==> src/rtl/core/wbgm_pkg.sv <==
package wbgm_pkg;

  localparam int unsigned ID_W   = 32;
  localparam int unsigned P_W    = 33;
  localparam int unsigned W_W    = 32;
  localparam int unsigned SUM_W  = 52;
  localparam int unsigned POS_W  = 21;
  localparam int unsigned PROD_W = P_W + W_W;      // cross-multiplication product
  localparam int unsigned NUM_W  = W_W + SUM_W;    // p * weight_sum, p below 1.0 or exactly 1.0
  localparam int unsigned HALF_W = SUM_W / 2;      // sum split for the partial products

  localparam logic [P_W-1:0]   P_ONE     = {1'b1, {(P_W-1){1'b0}}};
  localparam logic [POS_W-1:0] MAX_ITEMS = POS_W'(1048576);

  // job queue between front and back
  localparam int unsigned JQ_DEPTH = 4;
  localparam int unsigned JQ_AW    = $clog2(JQ_DEPTH);

  typedef struct packed {
    logic             err;     // unsorted id error transaction
    logic             last;    // final result of its input item
    logic [P_W-1:0]   p;
    logic [W_W-1:0]   w;
    logic [SUM_W-1:0] sum;
    logic [POS_W-1:0] pos;
  } job_t;

  typedef enum logic [2:0] {
    F_IDLE,
    F_MUL_A,
    F_MUL_B,
    F_DECIDE,
    F_LAST
  } front_state_t;

  typedef enum logic [2:0] {
    B_IDLE,
    B_MUL_LO,
    B_MUL_HI,
    B_CHECK,
    B_DIV,
    B_OUT
  } back_state_t;

endpackage

==> src/rtl/core/wbgm_back.sv <==
module wbgm_back (
  input  logic                           clk,
  input  logic                           rst_n,
  input  wbgm_pkg::job_t                 job,
  input  logic                           job_empty,
  output logic                           job_pop,
  output logic [wbgm_pkg::P_W-1:0]       out_adjusted_p,
  output logic [wbgm_pkg::POS_W-1:0]     out_best_index,
  output logic                           out_status,
  output logic                           out_last_result,
  output logic                           out_empty,
  input  logic                           out_pop
);
  import wbgm_pkg::*;

  localparam int unsigned PART_W = W_W + HALF_W;
  localparam int unsigned CNT_W  = $clog2(W_W);

  back_state_t state_r, state_nxt;

  job_t             job_r;
  logic [NUM_W-1:0] acc_r;
  logic [W_W-1:0]   rem_r, qsh_r;
  logic [CNT_W-1:0] cnt_r;
  logic [P_W-1:0]   res_r;
  logic             out_valid_r;

  logic [HALF_W-1:0] mul_y;
  logic [PART_W-1:0] mul_out;
  logic [W_W:0]      trial, trial_sub;
  logic              ge, sat, load_out;
  logic [W_W-1:0]    qsh_nxt;

  // p below 1.0 times one half of the weight sum
  assign mul_y   = (state_r == B_MUL_LO) ? job_r.sum[HALF_W-1:0] : job_r.sum[SUM_W-1:HALF_W];
  assign mul_out = PART_W'(job_r.p[W_W-1:0]) * PART_W'(mul_y);

  // quotient reaches 1.0 exactly when the upper numerator bits reach the weight; a zero weight also saturates
  assign sat = (job_r.w == '0) || (acc_r[NUM_W-1:W_W] >= (NUM_W-W_W)'(job_r.w));

  // restoring division, one quotient bit a cycle
  assign trial     = {rem_r, qsh_r[W_W-1]};
  assign ge        = trial >= {1'b0, job_r.w};
  assign trial_sub = trial - {1'b0, job_r.w};
  assign qsh_nxt   = {qsh_r[W_W-2:0], ge};

  assign load_out  = (state_r == B_OUT) && (!out_valid_r || out_pop);
  assign out_empty = !out_valid_r;

  always_comb begin
    state_nxt = state_r;
    unique case (state_r)
      B_IDLE: begin
        if (!job_empty) state_nxt = job.err ? B_OUT : B_MUL_LO;
      end
      B_MUL_LO: state_nxt = B_MUL_HI;
      B_MUL_HI: state_nxt = B_CHECK;
      B_CHECK:  state_nxt = ((job_r.p == '0) || sat) ? B_OUT : B_DIV;
      B_DIV:    if (cnt_r == '0) state_nxt = B_OUT;
      B_OUT:    if (load_out) state_nxt = B_IDLE;
      default:  state_nxt = B_IDLE;
    endcase
  end

  always_comb begin
    job_pop = 1'b0;
    unique case (state_r)
      B_IDLE:  job_pop = !job_empty;
      default: job_pop = 1'b0;
    endcase
  end

  always_ff @(posedge clk) begin
    if (!rst_n) begin
      state_r     <= B_IDLE;
      out_valid_r <= 1'b0;
    end else begin
      state_r <= state_nxt;
      unique case (state_r)
        B_IDLE: begin
          if (!job_empty) begin
            job_r <= job;
            res_r <= '0;
          end
        end
        B_MUL_LO: acc_r <= NUM_W'(mul_out);
        B_MUL_HI: begin
          if (job_r.p[P_W-1]) acc_r <= {job_r.sum, {W_W{1'b0}}};
          else                acc_r <= acc_r + {mul_out, {HALF_W{1'b0}}};
        end
        B_CHECK: begin
          if (job_r.p == '0) begin
            res_r <= '0;
          end else if (sat) begin
            res_r <= P_ONE;
          end else begin
            rem_r <= acc_r[2*W_W-1:W_W];
            qsh_r <= acc_r[W_W-1:0];
            cnt_r <= CNT_W'(W_W-1);
          end
        end
        B_DIV: begin
          rem_r <= ge ? trial_sub[W_W-1:0] : trial[W_W-1:0];
          qsh_r <= qsh_nxt;
          cnt_r <= cnt_r - CNT_W'(1);
          if (cnt_r == '0) res_r <= {1'b0, qsh_nxt};
        end
        default: ;
      endcase
      if (load_out) begin
        out_valid_r     <= 1'b1;
        out_adjusted_p  <= res_r;
        out_best_index  <= job_r.err ? '0 : job_r.pos;
        out_status      <= job_r.err;
        out_last_result <= job_r.last;
      end else if (out_pop) begin
        out_valid_r <= 1'b0;
      end
    end
  end

endmodule
==> config.mk <==
export PLATFORM = sky130hd
export DESIGN_NAME = wbgm_back
export DESIGN_NICKNAME = d
export VERILOG_FILES = /design/src/rtl/core/wbgm_pkg.sv /design/src/rtl/core/wbgm_back.sv
export SDC_FILE = /design/constraint.sdc
export NUM_CORES = 2
export LEC_CHECK = 0
export BUFFER_PORTS_ARGS = -buffer_cell sky130_fd_sc_hd__buf_4
export CAP_MARGIN = 25
export CORE_MARGIN = 5
export CORE_UTILIZATION = 37
export CTS_CLUSTER_DIAMETER = 60
export DETAILED_ROUTE_END_ITERATION = 12
export SYNTH_ARGS = -nofsm -noshare
export SYNTH_HDL_FRONTEND = slang
export SYNTH_SLANG_ARGS = --single-unit
==> constraint.sdc <==
create_clock -name clk -period 16.18 [get_ports clk]
set_input_delay 1.618 -clock clk [delete_from_list [all_inputs] [get_ports clk]]
set_output_delay 1.618 -clock clk [all_outputs]
set_load 0.02 [all_outputs]
==> out/results.tsv <==
stage	metric	value	unit
synthesis	Mapped Cells	4741	
floorplan	Die ar.	134000	sq um
sta	final hold slack	0.417	ns
sta	worst clock skew	0.0424	ns
sta	slew margin rel.	37.6	%
detailed_routing	routed vias/inst	5.20	
synthesis	Synth area leader	fa_1	
min_path	HP Class	reg2reg	
synthesis	post-synthesis sequential area ratio	24.6	%
synthesis	synth unique cells	85	
cts	post-cts resize count	0	
detailed_routing	Routed WL per cell	20.8	microns
cts	CTS tree	done	
synthesis	synthesized net count	5926	
detailed_routing	DRC	0	
cts	hold-fix buffers at CTS	0	
placement	pre-CTS WS	4.58	ns
worst_setup_path	cell mode on critical path	fa_1	
final_layout	Filler Cell Count	12200	
job	max-cap viol count	0	
sta	endpoints failing setup	0	
sta	Final Slew Violations	0	
cts	Root Driver	clkbuf_16	
synthesis	yosys warns	0	
placement	Detail Placement HPWL	102000	microns
final_layout	layout cell share with drive strength beyond 1	8.47	%
sta	worst-margin pin slew	0.936	ns
synthesis	synthesized area per cell	9.90	sq um
grt	total gr overflow	0	
synthesis	#FFs+latches synth	386	
grt	largest net degree at the start of global routing	87	
floorplan	Initial Utilization	37.3	%
synthesis	Main synth FF type	edfxtp_1	
sta	Final Cycle Share	73.1	%
placement	RePlAce Congestion	0.914	
sta	RSZ-0062 raised after global routing	false	
sta	f_max	84.5	MHz
grt	vias in the first global route	36100	
synthesis	Post-synth EDFFs	382	
detailed_routing	vias	33800	
synthesis	post-synth top area share	30.7	%
floorplan	CORE AREA	126000	sq um
cts	Clk Latency, worst-skew pair	0.65	ns
worst_setup_path	slowest CP cell	mux2_2	
grt	antenna violations before repair	3	
detailed_routing	final wirelength	135000	microns
status	outcome	finished, final reports clean	
detailed_routing	remaining antenna violation count	0	
grt	global-route usage over all layers	20.1	%
final_layout	Area Overhead vs Synth	10.4	%
detailed_routing	DRT Pass-1 Iters	6	
cts	clock sink count	386	
synthesis	largest cells by area after synthesis	fa_1, edfxtp_1, ha_1	
floorplan	Die W	366	microns
worst_setup_path	critical path class	reg2reg	
worst_setup_path	required time worst endpoint	16.54	ns
synthesis	ys async rst share	0	%
sta	Final Critical Period	11.83	ns
synthesis	Syn Std Cell Area	47000	sq um
detailed_routing	initial detailed-routing violation count	2435	
worst_setup_path	Worst Path Max Fanout	32	
grt	global-route wire length before repair	212000	microns
worst_setup_path	critical path's largest stage delay	0.88	ns
cts	CTS clk-pin slew, worst paths	0.06	ns
floorplan	IO Count	202	
floorplan	Die Y	366	microns
placement	IO Port Bufs	201	
cts	H-tree depth	2	
final_layout	Final nets	5999	
worst_setup_path	crit path capture type	register	
cts	clock buffer depth	3	
sta	Hold Vio Cnt, Final	0	
worst_setup_path	arrival time at the worst endpoint	12.19	ns
worst_setup_path	Worst setup SP type	register	
sta	sum of negative setup slack	0	ns
sta	final worst setup slack	4.35	ns
cts	TritonCTS Buffers	52	
floorplan	Std-Cell Rows	130	
cts	postcts setup bufs	0	
## sequential cells by signal (all words and copies together), names as in the netlist
signal	flops
state_r	3
rem_r	32
cnt_r	5
out_valid_r	1
out_adjusted_p	33
out_best_index	21
qsh_r	32
acc_r	84
res_r	33
out_last_result	1
out_status	1
job_r	140
## metrics by stage
step	utilization [%]	cell area, sq um	instances
after global routing	41.2	51800	6505
after floorplan	-	47000	4741
after detailed placement	39.8	50200	6409
final	41.2	51900	6506
after global placement	39.8	50100	6408
after CTS	41.2	51800	6504
## path summary, 6_finish.rpt
path                                  from  cells past startpoint                  to  slack, ns
worst min register to register   res_r[10]                      0  out_adjusted_p[10]       0.42
worst max register to register  state_r[0]                     36           acc_r[79]       4.35
worst max-delay path            state_r[0]                     36           acc_r[79]       4.35
worst min-delay path             res_r[10]                      0  out_adjusted_p[10]       0.42
## cells in the mapped netlist (23+ instances only)
cell type and instances:
nor3_1 24, a21oi_1 179, and2_1 351, ha_1 321
xnor2_1 81, edfxtp_1 382, nor4_1 24, nor2_1 115
mux2_2 23, inv_1 824, fa_1 720, o21a_1 24
mux2i_1 30, nand2_1 588, and3_1 48, nand3_1 43
nor2b_1 133, nand4_1 34, a21o_1 115, xor2_1 60
clkbuf_1 229, o21ai_0 148
## logic make-up (layout without fill, tap and decap cells)
group           after synthesis  in the layout  share of synthesized area [%]
other cells                   0              1                              0
compound gates              619            619                           8.43
mux                          53             53                           1.19
flops                       386            386                           24.6
simple gates               1428           1428                           15.3
buf+inv                    1072           1186                           8.58
xor+xnor                    142            142                           2.68
fa+ha+maj                  1041           1041                           39.3
## placed cells by master, fill, tap and decap left out, types with 34 or more instances in the layout
cell,instances
inv_1,824
fa_1,720
nand2_1,587
edfxtp_1,382
and2_1,350
ha_1,321
buf_4,265
a21oi_1,179
o21ai_0,148
nor2b_1,133
a21o_1,115
nor2_1,114
xnor2_1,81
xor2_1,60
clkbuf_16,52
and3_1,47
nand3_1,43
nand4_1,34
## critical path, delay by kind of cell (launching register included)
kind / cells / cell delay, ns
and+or+nand+nor: 8 / 1.72
xor gates and xnor gates: 2 / 0.27
adders and majority gates: 9 / 3.95
AOI/OAI and AO/OA: 11 / 3.28
muxes: 2 / 1.02
buffers and inverters: 4 / 0.64
DFF: 1 / 0.62
## metal layers
metal  track usage (%)  vias to the layer above  part of all wire, %
met5                 0                        -                    0
met4              6.44                        0                  3.4
met3              2.85                      225                  6.7
met2              32.5                     1157                   46
met1              28.0                    17200                   44
li1                  -                    15300                    -
## cell type report
| class | instances | area, sq um | share of cell area, % |
|---|---|---|---|
| Antenna cell | 1 | 2.50 | 0.00483 |
| Clock buffer | 63 | 1340 | 2.59 |
| Clock inverter | 32 | 334 | 0.644 |
| Inverter | 824 | 3090 | 5.96 |
| Multi-Input combinational cell | 3283 | 31400 | 60.6 |
| Sequential cell | 386 | 11600 | 22.3 |
| Tap cell | 1650 | 2060 | 3.98 |
| Timing Repair Buffer | 267 | 2020 | 3.90 |
Power is not shown: default switching activity piles up to over one toggle a cycle in this logic, so the estimate is an artifact.
