## src/rtl/core/wbgm_pkg.sv

```systemverilog
package wbgm_pkg;

  localparam int unsigned ID_W   = 32;
  localparam int unsigned P_W    = 33;
  localparam int unsigned W_W    = 32;
  localparam int unsigned SUM_W  = 52;
  localparam int unsigned POS_W  = 21;
  localparam int unsigned PROD_W = P_W + W_W;      // cross-multiplication product
  localparam int unsigned NUM_W  = W_W + SUM_W;    // p * weight_sum, p below 1.0 or exactly 1.0
  localparam int unsigned HALF_W = SUM_W / 2;      // sum split for the partial products

  localparam logic [P_W-1:0]   P_ONE     = {1'b1, {(P_W-1){1'b0}}};
  localparam logic [POS_W-1:0] MAX_ITEMS = POS_W'(1048576);

  // job queue between front and back
  localparam int unsigned JQ_DEPTH = 4;
  localparam int unsigned JQ_AW    = $clog2(JQ_DEPTH);

  typedef struct packed {
    logic             err;     // unsorted id error transaction
    logic             last;    // final result of its input item
    logic [P_W-1:0]   p;
    logic [W_W-1:0]   w;
    logic [SUM_W-1:0] sum;
    logic [POS_W-1:0] pos;
  } job_t;

  typedef enum logic [2:0] {
    F_IDLE,
    F_MUL_A,
    F_MUL_B,
    F_DECIDE,
    F_LAST
  } front_state_t;

  typedef enum logic [2:0] {
    B_IDLE,
    B_MUL_LO,
    B_MUL_HI,
    B_CHECK,
    B_DIV,
    B_OUT
  } back_state_t;

endpackage

```

## src/rtl/core/wbgm_front.sv

```systemverilog
module wbgm_front (
  input  logic                           clk,
  input  logic                           rst_n,
  input  logic signed [wbgm_pkg::ID_W-1:0] in_cluster_id,
  input  logic [wbgm_pkg::P_W-1:0]       in_p_value,
  input  logic [wbgm_pkg::W_W-1:0]       in_weight,
  input  logic                           in_last_item,
  input  logic                           in_push,
  output logic                           in_full,
  output logic                           job_push,
  output wbgm_pkg::job_t                 job,
  input  logic                           job_full
);
  import wbgm_pkg::*;

  front_state_t state_r, state_nxt;

  logic signed [ID_W-1:0] id_r, prev_id_r;
  logic [P_W-1:0]         p_r, best_p_r;
  logic [W_W-1:0]         w_r, best_w_r;
  logic                   last_r;
  logic [SUM_W-1:0]       wsum_r;
  logic [POS_W-1:0]       best_pos_r, count_r;
  logic                   open_r, err_r;
  logic [PROD_W-1:0]      prod_a_r, prod_b_r;

  logic [P_W-1:0]    mul_x;
  logic [W_W-1:0]    mul_y;
  logic [PROD_W-1:0] mul_out;
  logic [POS_W-1:0]  count_inc;
  logic              is_desc, is_new, better, advance;
  logic [SUM_W:0]    sum_add;

  // one shared multiplier: candidate p * best weight, then best p * candidate weight
  assign mul_x   = (state_r == F_MUL_A) ? p_r : best_p_r;
  assign mul_y   = (state_r == F_MUL_A) ? best_w_r : w_r;
  assign mul_out = PROD_W'(mul_x) * PROD_W'(mul_y);

  assign count_inc = (count_r < MAX_ITEMS) ? count_r + POS_W'(1) : count_r;
  assign is_desc   = open_r && (id_r < prev_id_r);
  assign is_new    = open_r && (id_r != prev_id_r);
  assign better    = prod_a_r < prod_b_r;
  assign sum_add   = {1'b0, wsum_r} + (SUM_W+1)'(w_r);
  assign advance   = err_r || !job_full;

  always_comb begin
    state_nxt = state_r;
    unique case (state_r)
      F_IDLE:   if (in_push) state_nxt = F_MUL_A;
      F_MUL_A:  state_nxt = F_MUL_B;
      F_MUL_B:  state_nxt = F_DECIDE;
      F_DECIDE: begin
        if (advance) begin
          if (err_r || is_desc || !last_r) state_nxt = F_IDLE;
          else                             state_nxt = F_LAST;
        end
      end
      F_LAST:   if (!job_full) state_nxt = F_IDLE;
      default:  state_nxt = F_IDLE;
    endcase
  end

  always_comb begin
    in_full  = 1'b1;
    job_push = 1'b0;
    job.err  = 1'b0;
    job.last = 1'b1;
    job.p    = best_p_r;
    job.w    = best_w_r;
    job.sum  = wsum_r;
    job.pos  = best_pos_r;
    unique case (state_r)
      F_IDLE:   in_full = 1'b0;
      F_DECIDE: begin
        job_push = !err_r && !job_full && (is_desc || is_new);
        job.err  = is_desc;
        job.last = is_desc || !last_r;
      end
      F_LAST:   job_push = !job_full;
      default:  ;
    endcase
  end

  always_ff @(posedge clk) begin
    if (!rst_n) begin
      state_r    <= F_IDLE;
      count_r    <= '0;
      open_r     <= 1'b0;
      err_r      <= 1'b0;
      prev_id_r  <= '0;
      best_p_r   <= '0;
      best_w_r   <= '0;
      wsum_r     <= '0;
      best_pos_r <= '0;
    end else begin
      state_r <= state_nxt;
      if (state_r == F_IDLE && in_push) begin
        id_r   <= in_cluster_id;
        p_r    <= (in_p_value > P_ONE) ? P_ONE : in_p_value;
        w_r    <= in_weight;
        last_r <= in_last_item;
      end
      if (state_r == F_MUL_A) prod_a_r <= mul_out;
      if (state_r == F_MUL_B) prod_b_r <= mul_out;
      if (state_r == F_DECIDE && advance) begin
        if (err_r) begin
          if (last_r) begin
            count_r <= '0;
            err_r   <= 1'b0;
          end
        end else if (is_desc) begin
          open_r <= 1'b0;
          if (last_r) begin
            count_r <= '0;
          end else begin
            count_r <= count_inc;
            err_r   <= 1'b1;
          end
        end else begin
          count_r <= count_inc;
          if (is_new || !open_r) begin
            prev_id_r  <= id_r;
            best_p_r   <= p_r;
            best_w_r   <= w_r;
            wsum_r     <= SUM_W'(w_r);
            best_pos_r <= count_inc;
            open_r     <= 1'b1;
          end else begin
            wsum_r <= sum_add[SUM_W] ? {SUM_W{1'b1}} : sum_add[SUM_W-1:0];
            if (better) begin
              best_p_r   <= p_r;
              best_w_r   <= w_r;
              best_pos_r <= count_inc;
            end
          end
        end
      end
      if (state_r == F_LAST && !job_full) begin
        count_r <= '0;
        open_r  <= 1'b0;
        err_r   <= 1'b0;
      end
    end
  end

endmodule

```

## config.mk

```make
export PLATFORM = sky130hd
export DESIGN_NAME = wbgm_front
export DESIGN_NICKNAME = d
export VERILOG_FILES = /design/src/rtl/core/wbgm_pkg.sv /design/src/rtl/core/wbgm_front.sv
export SDC_FILE = /design/constraint.sdc
export NUM_CORES = 2
export LEC_CHECK = 0
export BUFFER_PORTS_ARGS = -buffer_cell sky130_fd_sc_hd__buf_2
export CORE_ASPECT_RATIO = 1.2
export CORE_UTILIZATION = 67
export DETAILED_ROUTE_END_ITERATION = 10
export PLACE_DENSITY = 0.95
export SETUP_SLACK_MARGIN = 0.05
export SLEW_MARGIN = 30
export SYNTH_ARGS = -nofsm -noshare
export SYNTH_HDL_FRONTEND = slang
export SYNTH_SLANG_ARGS = --single-unit
```

## constraint.sdc

```tcl
create_clock -name clk -period 23.2 [get_ports clk]
set_input_delay 4.64 -clock clk [delete_from_list [all_inputs] [get_ports clk]]
set_output_delay 4.64 -clock clk [all_outputs]
set_load 0.02 [all_outputs]
```

==> flow_summary_export.csv <==
group,metric,value,unit
synthesis,ys_async_sr_fraction,0,
critical_path,cp_data_arrival_time,6170,ps
placement,dp_hpwl,133.2,mm
critical_path,path_max_fanout,5,
routing,via_per_inst,6.723,
cts,h-tree-depth,2,
critical_path,cp_slowest_stage_delay,560,ps
synthesis,synthSimpleGateAreaFrac,0.1349,
critical_path,worst-path-buf-inv,3,
sta,period_needed,10810,ps
placement,port-buffer-count,243,
sta,maxSlewHeadroom,0.2253,
power,p_total,4.630,mW
cts,clockBufferDepth,3,
final_layout,layout-drive-gt1-share,0.08779,
run_status,violations,"DRC",
critical_path,end_kind,"output port",
power,ir_drop,0.0001482,V
synthesis,synth_compound_area_frac,0.07222,
final_layout,stdcell_area,57160,µm²
floorplanning,die_w,259.1,µm
critical_path,path_class,"in2out",
synthesis,synth_xor_area_frac,0.01829,
routing,drt-total-wl,191.8,mm
critical_path,startpoint,"job_full",
synthesis,synth_cell_types,79,
run_status,status,"finished with violations",
final_layout,post-route-util,0.7310,
final_layout,seq_area,10770,µm²
hold_path,hold_start,"prev_id_r[31]$_SDFFE_PN0P_",
synthesis,ys_seq_elements,424,
floorplanning,die_h,310.6,µm
power,p_leak,26.83,nW
global_routing,grt_max_degree,80,
synthesis,muxShareOfSynthArea,0.03921,
cts,numCtsBuffers,45,
placement,place.gp.congestion,1.023,
final_layout,fillers,4951,
routing,dr.pass1.iters,11,
critical_path,path_cells,"buf_2 -> nor3_1 -> inv_1 -> nor2_1 -> nand2_1 -> nand2_1 -> buf_2",
cts,cts_hold_buf,0,
global_routing,met1_usage,0.5048,
synthesis,syn_nets,7073,
final_layout,multiInputGateArea,37790,µm²
global_routing,met3_usage,0.3048,
global_routing,overflow,0,
cts,clock_latency,690,ps
synthesis,synth_edf_count,228,
final_layout,area_growth,7.537,%
hold_path,hp-class,"reg2reg",
floorplanning,die-area,80470,µm²
floorplanning,start_util,0.6798,
synthesis,synth_adder_area_share,0.4416,
global_routing,gr-usage-met2,0.6808,
sta,max_freq,92.47,MHz
global_routing,grt_use_total,0.4937,
sta,drv_slew,0,
synthesis,synth_top_family_by_area,"adder cells",
cts,cts_resized,0,
synthesis,synth_area_per_cell,9.406,µm²
cts,root_buffer,"clkbuf_16",
floorplanning,core,78200,µm²
critical_path,critPathLaunchType,"input pin",
routing,first_iter_violations,6914,
final_layout,final_cells,6857,
synthesis,syn_inst,5651,
final_layout,finalNetCount,7197,
synthesis,netlist_area,53160,µm²
synthesis,yosys_warnings,0,
flow_run,maxCapViolCount,0,
floorplanning,io_pins,244,
synthesis,synth-main-ff-cell,"edfxtp_1",
critical_path,r2r_start,"state_r[0]$_SDFFE_PN0P_",
global_routing,grt.busiest_layer,"met2",
floorplanning,rows,112,
sta,fin_worst_skew,81.07,ps
sta,report.final.hold_viol_count,0,
routing,route.detailed.drc,10,
synthesis,seq_area_frac_synth,0.2026,
sta,rsz0062_at_grt,"no",
critical_path,cp.required,18560,ps
sta,period_share,0.4661,
placement,place_inst,6747,
global_routing,grt_pass1_vias,48790,
sta,fin_setup_tns,0,ps
cts,cts.reportedPaths.clkPinSlew,60,ps
routing,wl_per_cell,27.97,µm
power,power.density,81.00,nW/µm²
critical_path,critical_path.top_delay_family,"simple AND/OR/NAND/NOR gates",
global_routing,grt_pass1_wl,289.8,mm
placement,postPlaceCellArea,55430,µm²
cts,cts_sinks,424,
sta,finalSetupViolations,0,
sta,worst_slew_pin_slew,1130,ps
routing,drtAntennaViolNets,0,
cts,cts_tree,"done",
routing,via_count,46100,
critical_path,crit_slowest_cell,"nor3_1",
global_routing,antenna_found_initial,31,
cts,postCtsSetupBuffers,0,
[worst register-to-register path, delay by kind of cell, from the launching register on]
kind	cells	cell delay [ps]
AOI/OAI and AO/OA	6	1560
buffers and inverters	7	1480
DFF	1	510
and+or+nand+nor	5	1050
xor gates and xnor gates	1	180
muxes	1	870
adders and majority gates	9	4650
[synthesized netlist by cell type, types with 4 or more instances]
cell      number  area share
o21ai_0      120       0.011
nand2b_1      13      0.0015
a22o_1         7      0.0012
nor4b_1        5     0.00082
o21bai_1      13      0.0018
a31oi_1       24      0.0028
nand4_1       43      0.0051
nor3_1        26      0.0024
a21boi_0       4     0.00056
nand3_1       50      0.0047
a221oi_1       4     0.00066
xnor2_1       82       0.014
edfxtp_1     228        0.13
and4_1         6     0.00099
nor4_1        20      0.0024
a211oi_1      34      0.0048
or2_2          7     0.00082
buf_4          5     0.00071
a311oi_1       9      0.0015
mux2_2        66       0.014
and3_1        29      0.0034
mux2i_1      134       0.025
buf_1         15      0.0011
o211ai_1      10      0.0014
a21oi_1      194       0.018
dfxtp_1      196       0.074
nand2_1      754       0.053
and2_1        49      0.0058
a21o_1        84       0.012
inv_1       1029       0.073
or3_1          8     0.00094
o221ai_1      22      0.0036
o31ai_1       11      0.0016
buf_2         31      0.0029
xor2_1        29      0.0048
fa_1         927        0.35
ha_1         393       0.093
nor2_1       680       0.048
o21a_1        21      0.0030
nor2b_1       20      0.0024
clkbuf_1     189       0.013
[through the flow]
stage / setup slack, ps / hold WS [ps]
after floorplan: 7350 / 436.3
after global placement: 12510 / 442.1
after detailed placement: 12440 / 446.5
after CTS: 12430 / 455.8
after global routing: 12240 / 475.4
final: 12390 / 458.8
[cells by family after synthesis]
family | count (synthesis)
buf+inv | 1272
fa+ha+maj | 1320
flops | 424
xor+xnor | 111
simple gates | 1724
mux | 200
compound gates | 600
[placed cells by master (no fill, tap or decap), types with 20 or more instances in the layout]
cell type  count
xor2_1        29
a21o_1        84
nor2_1       679
nor3_1        26
xnor2_1       81
fa_1         927
o21a_1        21
mux2_2        66
clkbuf_16     45
nand3_1       50
dfxtp_1      196
mux2i_2       21
o221ai_1      22
mux2i_1      106
ha_1         393
a21oi_1      193
nor4_1        20
a211oi_1      34
diode_2       22
buf_4         65
nor2b_1       20
a31oi_1       24
nand4_1       43
edfxtp_1     228
o21ai_0      119
nand2_1      753
and3_1        29
and2_1        48
inv_1       1028
buf_2        243
[metal layers]
| metal | up-vias | wire length (µm) |
|---|---|---|
| met2 | 4346 | 79290 |
| met4 | 34 | 24290 |
| met5 | - | 536 |
| li1 | 18000 | - |
| met1 | 21820 | 54840 |
| met3 | 1904 | 32830 |
[power breakdown]
group	internal (mW)	total, mW	leakage, nW	switching [mW]
Combinational	0.997	2.82	22.4	1.83
Clock	0.425	0.769	0.730	0.344
Sequential	1.01	1.04	3.70	0.0302
Total	2.43	4.63	26.8	2.20
[final timing paths]
path / cells past startpoint / slack, ps / endpoint
setup / recovery: 7 / 12390 / job_push
hold / removal: 2 / 460 / prev_id_r[31]$_SDFFE_PN0P_
setup reg to reg: 29 / 12630 / prod_b_r[63]$_DFFE_PP_
hold reg to reg: 2 / 460 / prev_id_r[31]$_SDFFE_PN0P_
[flip-flops by register name (all words and copies together), names as in the netlist]
name        cells
prod_a_r       65
prod_b_r       65
wsum_r         52
best_p_r       33
p_r            33
best_w_r       32
id_r           32
prev_id_r      32
w_r            32
best_pos_r     21
count_r        21
state_r         3
err_r           1
last_r          1
open_r          1
[final cells by class]
type / instances / share of cell area
Inverter: 1030 / 0.06768
Sequential cell: 424 / 0.1884
Tap cell: 1026 / 0.02246
Timing Repair Buffer: 319 / 0.03318
Clock inverter: 21 / 0.005209
Antenna cell: 22 / 0.0009631
Clock buffer: 60 / 0.02103
Multi-Input combinational cell: 3955 / 0.6611
Note: power is estimated with default switching activity, not from simulation.
